==> src/design/ksa_pkg.sv <==
// Shared types, scan code constants and key tables for the set 1 scan code decoder.
// No dependencies.
package ksa_pkg;

    localparam int KEY_COUNT  = 59;
    localparam int IDX_W      = 6;
    localparam int CHAR_W     = 7;
    localparam int S_TDATA_W  = 8;
    localparam int M_TDATA_W  = 16;

    localparam logic [7:0] PREFIX_BYTE  = 8'he0;
    localparam logic [6:0] KEY_LCTRL    = 7'h1d;
    localparam logic [6:0] KEY_LSHIFT   = 7'h2a;
    localparam logic [6:0] KEY_RSHIFT   = 7'h36;
    localparam logic [6:0] KEY_ALT      = 7'h38;
    localparam logic [6:0] KEY_CAPS     = 7'h3a;
    localparam logic [7:0] KEY_LIMIT    = 8'h3b;

    typedef struct packed {
        logic prefix_pending;
        logic ctrl_down;
        logic shift_down;
        logic alt_down;
        logic caps_lock_on;
    } ksa_state_t;

    typedef struct packed {
        logic              char_valid;
        logic [CHAR_W-1:0] ascii_char;
        logic              unknown_key;
        logic              ctrl_held;
        logic              shift_held;
        logic              alt_held;
        logic              caps_on;
    } ksa_result_t;

    localparam logic [7:0] PLAIN_COL [KEY_COUNT] = '{
        8'h00, 8'h1b, "1", "2", "3", "4", "5", "6", "7", "8", "9", "0", "-", "=", 8'h08, 8'h09,
        "q", "w", "e", "r", "t", "y", "u", "i", "o", "p", "[", "]", 8'h0d, 8'h00, "a", "s",
        "d", "f", "g", "h", "j", "k", "l", ";", 8'h27, 8'h60, 8'h00, 8'h5c, "z", "x", "c", "v",
        "b", "n", "m", ",", ".", "/", 8'h00, "*", 8'h00, " ", 8'h00
    };

    localparam logic [7:0] SHIFTED_COL [KEY_COUNT] = '{
        8'h00, 8'h1b, "!", "@", "#", "$", "%", "^", "&", "*", "(", ")", "_", "+", 8'h08, 8'h09,
        "Q", "W", "E", "R", "T", "Y", "U", "I", "O", "P", "{", "}", 8'h0d, 8'h00, "A", "S",
        "D", "F", "G", "H", "J", "K", "L", ":", 8'h22, "~", 8'h00, "|", "Z", "X", "C", "V",
        "B", "N", "M", "<", ">", "?", 8'h00, "*", 8'h00, " ", 8'h00
    };

    // digits and punctuation: case follows shift alone
    function automatic logic shift_only_key(input logic [7:0] code);
        logic r;
        case (code) inside
            [8'h00:8'h0d],
            8'h1a, 8'h1b, 8'h27, 8'h28, 8'h29, 8'h2b,
            8'h33, 8'h34, 8'h35: r = 1'b1;
            default:             r = 1'b0;
        endcase
        return r;
    endfunction

    function automatic logic [CHAR_W-1:0] key_char(input logic [IDX_W-1:0] idx,
                                                   input logic            shifted);
        logic [CHAR_W-1:0] r;
        r = '0;
        if (32'(idx) < KEY_COUNT) begin
            r = shifted ? SHIFTED_COL[idx][CHAR_W-1:0] : PLAIN_COL[idx][CHAR_W-1:0];
        end
        return r;
    endfunction

endpackage

==> src/design/keyboard_scancode_to_ascii.sv <==
// Set 1 keyboard scan code to ASCII decoder, one result beat per scan code beat.
// Each scan code beat is held in the input register, then decoded into the result register,
// which drives m_tvalid and m_tdata.
// Throughput: one beat per cycle unless m_tready stalls; decode logic is combinational.
// Reset (aresetn low, synchronous) empties both stages and clears prefix, modifiers, caps.
// Depends on ksa_pkg, ksa_in_reg, ksa_core, ksa_out_reg.
module keyboard_scancode_to_ascii (
    input  logic                            aclk,
    input  logic                            aresetn,
    input  logic                            s_tvalid,
    output logic                            s_tready,
    input  logic [ksa_pkg::S_TDATA_W-1:0]   s_tdata,    // [7:0] scan_byte
    output logic                            m_tvalid,
    input  logic                            m_tready,
    // [0] char_valid, [7:1] ascii_char, [8] unknown_key, [9] ctrl_held,
    // [10] shift_held, [11] alt_held, [12] caps_on, [15:13] zero
    output logic [ksa_pkg::M_TDATA_W-1:0]   m_tdata
);
    import ksa_pkg::*;

    logic        advance;
    logic        in_valid;
    logic [7:0]  in_byte;
    ksa_result_t result;

    ksa_in_reg u_in_reg (
        .aclk     (aclk),
        .aresetn  (aresetn),
        .s_tvalid (s_tvalid),
        .s_tready (s_tready),
        .s_tdata  (s_tdata),
        .advance  (advance),
        .in_valid (in_valid),
        .in_byte  (in_byte)
    );

    ksa_core u_core (
        .aclk    (aclk),
        .aresetn (aresetn),
        .fire    (in_valid && advance),
        .in_byte (in_byte),
        .result  (result)
    );

    ksa_out_reg u_out_reg (
        .aclk     (aclk),
        .aresetn  (aresetn),
        .in_valid (in_valid),
        .result   (result),
        .advance  (advance),
        .m_tvalid (m_tvalid),
        .m_tready (m_tready),
        .m_tdata  (m_tdata)
    );

endmodule

==> src/design/ksa_in_reg.sv <==
// Input register stage: holds one accepted scan code beat.
// Depends on ksa_pkg.
module ksa_in_reg (
    input  logic                            aclk,
    input  logic                            aresetn,
    input  logic                            s_tvalid,
    output logic                            s_tready,
    input  logic [ksa_pkg::S_TDATA_W-1:0]   s_tdata,    // [7:0] scan_byte
    input  logic                            advance,
    output logic                            in_valid,
    output logic [7:0]                      in_byte
);
    import ksa_pkg::*;

    logic       valid_reg, valid_next;
    logic [7:0] byte_reg, byte_next;

    assign s_tready = !valid_reg || advance;

    always_comb begin
        valid_next = valid_reg;
        byte_next  = byte_reg;
        if (s_tready) begin
            valid_next = s_tvalid;
            if (s_tvalid) begin
                byte_next = s_tdata[7:0];
            end
        end
    end

    always_ff @(posedge aclk) begin
        if (!aresetn) begin
            valid_reg <= 1'b0;
        end else begin
            valid_reg <= valid_next;
        end
        byte_reg <= byte_next;
    end

    assign in_valid = valid_reg;
    assign in_byte  = byte_reg;

endmodule

==> src/design/ksa_core.sv <==
// Decode logic and keyboard state: prefix, modifiers and caps lock, table lookup.
// Depends on ksa_pkg.
module ksa_core (
    input  logic                 aclk,
    input  logic                 aresetn,
    input  logic                 fire,
    input  logic [7:0]           in_byte,
    output ksa_pkg::ksa_result_t result
);
    import ksa_pkg::*;

    ksa_state_t        state_reg, state_next;
    logic [6:0]        low;
    logic              prefixed;
    logic              handled;
    logic              use_shift;
    logic [CHAR_W-1:0] ch;
    logic              unknown;

    assign low      = in_byte[6:0];
    assign prefixed = state_reg.prefix_pending;

    always_comb begin
        state_next = state_reg;
        ch         = '0;
        unknown    = 1'b0;
        handled    = 1'b0;
        use_shift  = 1'b0;
        if (in_byte == PREFIX_BYTE) begin
            state_next.prefix_pending = 1'b1;
        end else begin
            state_next.prefix_pending = 1'b0;
            if (in_byte[7]) begin
                if (low == KEY_LCTRL) begin
                    state_next.ctrl_down = 1'b0;
                end else if (!prefixed && (low == KEY_LSHIFT || low == KEY_RSHIFT)) begin
                    state_next.shift_down = 1'b0;
                end else if (low == KEY_ALT) begin
                    state_next.alt_down = 1'b0;
                end
            end else begin
                handled = prefixed ? (low == KEY_ALT || low == KEY_LCTRL)
                                   : (in_byte != 8'h00 && in_byte < KEY_LIMIT);
                if (handled) begin
                    use_shift = (!prefixed && shift_only_key(in_byte))
                              ? state_reg.shift_down
                              : (state_reg.shift_down ^ state_reg.caps_lock_on);
                    ch = key_char(low[IDX_W-1:0], use_shift);
                    if (ch == '0) begin
                        if (low == KEY_LCTRL) begin
                            state_next.ctrl_down = 1'b1;
                        end else if (low == KEY_LSHIFT || low == KEY_RSHIFT) begin
                            state_next.shift_down = 1'b1;
                        end else if (low == KEY_ALT) begin
                            state_next.alt_down = 1'b1;
                        end else if (low == KEY_CAPS) begin
                            state_next.caps_lock_on = !state_reg.caps_lock_on;
                        end
                    end
                end else begin
                    unknown = 1'b1;
                end
            end
        end
    end

    always_ff @(posedge aclk) begin
        if (!aresetn) begin
            state_reg <= '0;
        end else if (fire) begin
            state_reg <= state_next;
        end
    end

    always_comb begin
        result.char_valid  = (ch != '0);
        result.ascii_char  = ch;
        result.unknown_key = unknown;
        result.ctrl_held   = state_next.ctrl_down;
        result.shift_held  = state_next.shift_down;
        result.alt_held    = state_next.alt_down;
        result.caps_on     = state_next.caps_lock_on;
    end

`ifndef ASSERT_OFF
    a_prefix_arms: assert property (@(posedge aclk) disable iff (!aresetn)
        fire && in_byte == PREFIX_BYTE |=> state_reg.prefix_pending)
        else $error("prefix byte did not arm prefix");

    a_char_not_unknown: assert property (@(posedge aclk) disable iff (!aresetn)
        fire |-> !(result.char_valid && result.unknown_key))
        else $error("character and unknown flag together");

    a_break_silent: assert property (@(posedge aclk) disable iff (!aresetn)
        fire && in_byte[7] |-> !result.char_valid && !result.unknown_key)
        else $error("break code produced a character or unknown flag");

    a_caps_toggles: assert property (@(posedge aclk) disable iff (!aresetn)
        fire && !state_reg.prefix_pending && in_byte == {1'b0, KEY_CAPS}
        |=> state_reg.caps_lock_on != $past(state_reg.caps_lock_on))
        else $error("caps lock make did not toggle");
`endif

endmodule

==> src/design/ksa_out_reg.sv <==
// Result register: holds one decoded beat until the master side takes it.
// Depends on ksa_pkg.
module ksa_out_reg (
    input  logic                            aclk,
    input  logic                            aresetn,
    input  logic                            in_valid,
    input  ksa_pkg::ksa_result_t            result,
    output logic                            advance,
    output logic                            m_tvalid,
    input  logic                            m_tready,
    // [0] char_valid, [7:1] ascii_char, [8] unknown_key, [9] ctrl_held,
    // [10] shift_held, [11] alt_held, [12] caps_on, [15:13] zero
    output logic [ksa_pkg::M_TDATA_W-1:0]   m_tdata
);
    import ksa_pkg::*;

    logic        valid_reg, valid_next;
    ksa_result_t res_reg, res_next;

    assign advance = !valid_reg || m_tready;

    always_comb begin
        valid_next = valid_reg;
        res_next   = res_reg;
        if (advance) begin
            valid_next = in_valid;
            if (in_valid) begin
                res_next = result;
            end
        end
    end

    always_ff @(posedge aclk) begin
        if (!aresetn) begin
            valid_reg <= 1'b0;
        end else begin
            valid_reg <= valid_next;
        end
        res_reg <= res_next;
    end

    assign m_tvalid = valid_reg;
    assign m_tdata  = {3'b000, res_reg.caps_on, res_reg.alt_held, res_reg.shift_held,
                       res_reg.ctrl_held, res_reg.unknown_key, res_reg.ascii_char,
                       res_reg.char_valid};

endmodule

==> config.mk <==
export PLATFORM = sky130hd
export DESIGN_NAME = keyboard_scancode_to_ascii
export DESIGN_NICKNAME = d
export VERILOG_FILES = /design/src/design/ksa_pkg.sv /design/src/design/keyboard_scancode_to_ascii.sv /design/src/design/ksa_in_reg.sv /design/src/design/ksa_core.sv /design/src/design/ksa_out_reg.sv
export SDC_FILE = /design/constraint.sdc
export NUM_CORES = 1
export LEC_CHECK = 0
export BUFFER_PORTS_ARGS = -buffer_cell sky130_fd_sc_hd__buf_2
export CAP_MARGIN = 10
export CORE_AREA = 3 3 108 110
export CTS_BUF_LIST = sky130_fd_sc_hd__clkbuf_8
export DETAILED_ROUTE_END_ITERATION = 16
export DIE_AREA = 0 0 111 113
export PLACE_DENSITY = 0.41
export RECOVER_POWER = 50
export SYNTH_ARGS = -nofsm -noshare
export SYNTH_HDL_FRONTEND = slang
export SYNTH_SLANG_ARGS = --single-unit
export TNS_END_PERCENT = 30
==> constraint.sdc <==
create_clock -name aclk -period 3.3 [get_ports aclk]
set_clock_uncertainty 0.05 [all_clocks]
set_input_delay 0.165 -clock aclk [delete_from_list [all_inputs] [get_ports aclk]]
set_output_delay 0.165 -clock aclk [all_outputs]
set_load 0.05 [all_outputs]
# Word-level counts from Yosys, hierarchy flattened
# Memory sizes are Yosys's and may differ from the RTL's.
# Index checks and enable logic that the tools add are counted.
dict set report classes {
  order_cmp 5
  n_eq_ne 15
  mux 37
  n_bitwise 2
  n_reduce_logical 20
}
# op n
set op_table {}
lappend op_table {{7-bit two-way mux} 12}
lappend op_table {{8-bit by 6-bit equality test with 1-bit output (second input constant)} 7}
lappend op_table {{7-bit by 6-bit equality test with 1-bit output (second input constant)} 4}
lappend op_table {{1-bit two-way mux} 18}
lappend op_table {{8-bit by 5-bit equality test with 1-bit output (second input constant)} 2}
lappend op_table {{4-bit two-way mux} 3}
lappend op_table {{10-bit OR reduction} 1}
lappend op_table {{8-bit equality test (second input constant)} 1}
lappend op_table {{8-bit by 1-bit greater-or-equal comparator with 1-bit output (second input constant)} 1}
lappend op_table {{8-bit by 4-bit <= comparator with 1-bit output (second input constant)} 1}
lappend op_table {{8-bit by 6-bit less-than comparator with 1-bit output (second input constant)} 1}
lappend op_table {{8-bit nonzero test} 1}
lappend op_table {{7-bit by 5-bit equality test with 1-bit output (second input constant)} 1}
lappend op_table {{7-bit greater-or-equal comparator (second input constant)} 1}
lappend op_table {{7-bit zero test} 1}
lappend op_table {{6-bit inverter with 7-bit output} 1}
lappend op_table {{7-bit nonzero test} 1}
lappend op_table {{6-bit less-than comparator (second input constant)} 1}
lappend op_table {{3-bit two-way mux} 2}
lappend op_table {{1-bit logical AND} 5}
lappend op_table {{1-bit zero test} 4}
lappend op_table {{1-bit logical OR} 4}
lappend op_table {{2-bit two-way mux} 2}
lappend op_table {{2-bit AND reduction} 2}
lappend op_table {{other kinds (2)} 2}
dict set report word_totals {
  register_bits 28
  mem_bits_ro 1024
  in_bits 12
  out_inout_bits 18
  wordCells 96
  n_memories 2
}
# name depth width rd rd_ports_with_merged_regs write_ports line_no
set mem_list {}
lappend mem_list {{(name not given)} 64 8 1 0 0 ksa_pkg.sv:68} ;# r = shifted ? SHIFTED_COL[idx][CHAR_W-1:0] : PLAIN_COL[idx][CHAR_W-1:0];
lappend mem_list {{(name not given)} 64 8 1 0 0 ksa_pkg.sv:68}

# Longest topological paths before layout
dict set report logic_depth {
  depth_word 19
  ltp_mapped 13
  depth_no_buf 10
}

# By module
# A second synthesis with hierarchy kept.
dict set report unflattened {
  hier_cells 337
  area_unflattened_um2 2984.1
}
# mod n_inst cells_each area_per_inst_um2 seq_area_each_um2
set by_module_without_submodules {}
lappend by_module_without_submodules {ksa_core 1 301 2205.9 100.1}
lappend by_module_without_submodules {ksa_out_reg 1 22 474.2 410.4}
lappend by_module_without_submodules {ksa_in_reg 1 13 297.8 260.2}
lappend by_module_without_submodules {keyboard_scancode_to_ascii 1 1 6.3 0.0}

# Least setup slack after synthesis
# OpenSTA, ideal clock, no wires.
dict set report synth_path {
  kind {flip-flop to flip-flop}
  startpoint {register u_in_reg.byte_reg[0] (netlist: u_in_reg.in_byte[0])}
  endpoint {register u_out_reg.res_reg, in the netlist u_out_reg.m_tdata[12], data pin}
  setup_time_ps 258
  arrival_ps 2617
  required_ps 2992
  setup_slack_ps 375
  stages_incl_launch_ff 12
  n_path_buf 2
  period_less_slack_ps 2925
  cell_sequence {edfxtp_1 > clkbuf_1 > inv_1 > ha_1 > clkbuf_1 > o311a_1 > a311oi_2 > a31oi_1 > and3_1 > nor4_2 > nand2_1 > xnor2_1}
}
# element line_no
set synth_rtl {}
lappend synth_rtl {{start, declared} ksa_in_reg.sv:16} ;# logic [7:0] byte_reg, byte_next;
lappend synth_rtl {{start signal, assigned} ksa_in_reg.sv:37} ;# byte_reg <= byte_next;
lappend synth_rtl {{end signal, assigned} ksa_out_reg.sv:39} ;# res_reg <= res_next;
lappend synth_rtl {{end, declared} ksa_out_reg.sv:18} ;# ksa_result_t res_reg, res_next;

==> impl_metrics.yaml <==
run_status:
  status: "completed"
synthesis:
  ys_seq_area_frac: 0.287
  synth_area_per_cell_um2: 8.64
  ys_seq_elements: 28
  syn-cell-area_mm2: 0.00269
  yosys_warnings: 0
  ys_types: 70
  yosysTopAreaCell: "edfxtp_1"
  synthTopCellsByCount: "25 x nor2_1, 24 x nand2_1, 24 x o21ai_0"
  async_reset_ff_frac: 0
  synth.most_common_cell: "nor2_1"
  yosys.area.top_type_share: 0.235
  synth-edff-count: 21
  ys_top_cells_by_area: "edfxtp_1 23%, ha_1 5.6%, dfxtp_1 5.2%"
  synthCells: 311
  synth_flop_cell: "edfxtp_1"
global_route:
  grt_max_degree: 41
  grt_overflow_total: 0
  grt_use_total: 0.122
  antenna_found_initial: 0
  grt_pass1_vias: 2317
  grt_pass1_wl_mm: 12.6
clocking:
  clockBufferDepth: 2
  cts_root_buffer: "clkbuf_8"
  numCtsBuffers: 3
  cts.sinks: 28
  cts_tree: "built"
  clkTransAtPathRegs_ps: 110
  clkLatencyLatePin_ps: 290
  h-tree-depth: 1
worst_setup_path:
  critPathRequiredTime_ps: 3270
  critPathArrivalTime_ps: 3120
  crit_chain: "buf_4 > ha_1 > o311a_1 > a311oi_2 > a21oi_1 > nor4_1 > nor4_2 > nand2b_1 > o22ai_1"
  max_stage_delay_ps: 490
  start_kind: "register"
  rrSetupSlack_ps: 160
  endpoint_kind: "register"
  cpMaxStageDelayCell: "edfxtp_1"
  crit_type: "reg2reg"
  crit_fanout: 7
pwr:
  ir_worst_vdd_v: 0.000184
  p_switching_uw: 321
  p_leak_nw: 1.17
  seq_power_share: 0.410
  power.internal_uw: 679
  fin_total_pwr_uw: 1000
  netSwitchingFraction: 0.321
  pwr-share-clk: 0.280
  powerDensity_mw_per_mm2: 313
  p_comb_frac: 0.310
place:
  gp_congestion: 0.868
  place_area_mm2: 0.00300
  port_buffers: 26
  dp_hpwl_mm: 5.91
routing:
  post_drt_wl_per_cell_um: 15.6
  viasPerCell: 5.03
  drc_errors: 0
  postRouteAntennaNets: 0
  num_vias: 2465
  dr.pass1.iters: 4
  wl_mm: 7.65
  drt-initial-drc-count: 213
finish:
  area_growth_pct: 18.8
  antennaDiodeCount: 0
  largest_reg_flops: 13
  design_area_mm2: 0.00319
  nets: 375
  final_core_util: 0.296
  layout-drive-gt1-share: 0.206
floorplanning:
  die_x_um: 111
  start_util: 0.249
  die_area_mm2: 0.0125
  core_area_mm2: 0.0108
  die_y_um: 113
  boundaryPins: 30
  core.rowCount: 38
timing:
  period_needed_ps: 3140
  max_freq_ghz: 0.318
  timing.final.crit_share: 0.953
  tightest_slew_ps: 777
  slew_headroom: 0.475
  hold_viol_final: 0
  finalSetupViolCount: 0
  tns_ps: 0
  drv_slew: 0
worst_hold_path:
  min_path_type: "in2reg"
job:
  max_cap_viol_count: 0
-- repair_timing --
action	CTS	global route
hold buffers	7	1
buffers inserted	0	7
endpoints found under the setup margin	0	7
resized for setup	0	3
endpoints found under the hold margin	7	1
-- power groups by stage --
stage               Combinational, mW  Clock, mW  Sequential [mW]
global route                    0.339      0.308            0.413
finish                          0.310      0.280            0.410
floorplan                       0.196          0            0.443
CTS                             0.303      0.292            0.410
global placement                0.300          0            0.418
detailed placement              0.296          0            0.418
-- cells by family after synthesis --
kind of cell | Yosys count | synth area share
AND/OR/NAND/NOR | 117 | 0.232
AO/OA/AOI/OAI | 91 | 0.228
buffers and inverters | 39 | 0.0768
flip-flops | 28 | 0.287
multiplexers | 21 | 0.113
adder cells (fa/ha/maj) | 12 | 0.0559
XOR/XNOR | 2 | 0.00652
other | 1 | 0.00140
-- worst paths after layout --
check | from | end | cells past startpoint
worst max-delay path | u_in_reg.in_byte[1]$_DFFE_PP_ | u_out_reg.m_tdata[10]$_DFFE_PP_ | 9
worst min-delay path | s_tvalid | u_in_reg.in_valid$_SDFFE_PN0N_ | 3
worst max register to register | u_in_reg.in_byte[1]$_DFFE_PP_ | u_out_reg.m_tdata[10]$_DFFE_PP_ | 9
worst min register to register | u_core.state_reg[3]$_SDFFE_PN0P_ | u_core.state_reg[3]$_SDFFE_PN0P_ | 2
-- area by class of cell --
cell class              instances  area [µm²]
inverters                      11        41.3
repair buffers                 61         408
multi-input cells             246        1730
clock buffers                   3        41.3
flip-flops and latches         28         771
clock inverters                 1        30.0
fillers                      1145        7600
well taps                     140         175
-- layout by cell type, fill, tap and decap left out, types with 7 or more instances in the layout --
master | Yosys | final
o21ai_0 | 24 | 24
edfxtp_1 | 21 | 21
nor2b_1 | 13 | 13
dlygate4sd3_1 | 0 | 8
nand3_1 | 7 | 7
buf_4 | 6 | 26
inv_1 | 10 | 10
buf_2 | 12 | 12
ha_1 | 12 | 11
nor2_1 | 25 | 25
dfxtp_1 | 7 | 7
nand2_1 | 24 | 24
nand2b_1 | 12 | 12
clkbuf_1 | 7 | 14
a21oi_1 | 16 | 16
mux2i_1 | 7 | 7
-- worst max-delay path: cells and delay by family, from the launching register on --
| kind | cells | cell delay (ps) |
|---|---|---|
| AO/OA/AOI/OAI | 4 | 1030 |
| adder cells (fa/ha/maj) | 1 | 280 |
| buffers and inverters | 1 | 180 |
| flip-flops | 1 | 490 |
| AND/OR/NAND/NOR | 3 | 860 |
-- routing by layer --
layer / global-route usage / part of all wire
met5: 0 / 0
met4: 0.0213 / 0.0063
met3: 0.0219 / 0.052
met2: 0.193 / 0.45
met1: 0.177 / 0.49
-- per-stage QoR --
step / setup WS, ps / std cells / hold slack, ps
5_1_grt: -35.8 / 490 / 82.0
3_5_place_dp: 104 / 471 / 293
6_report: 156 / 490 / 69.5
2_1_floorplan: 375 / 313 / 214
3_3_place_gp: 95.4 / 471 / 292
4_1_cts: 75.7 / 482 / 5.47
(Power assumes the default switching activity.)
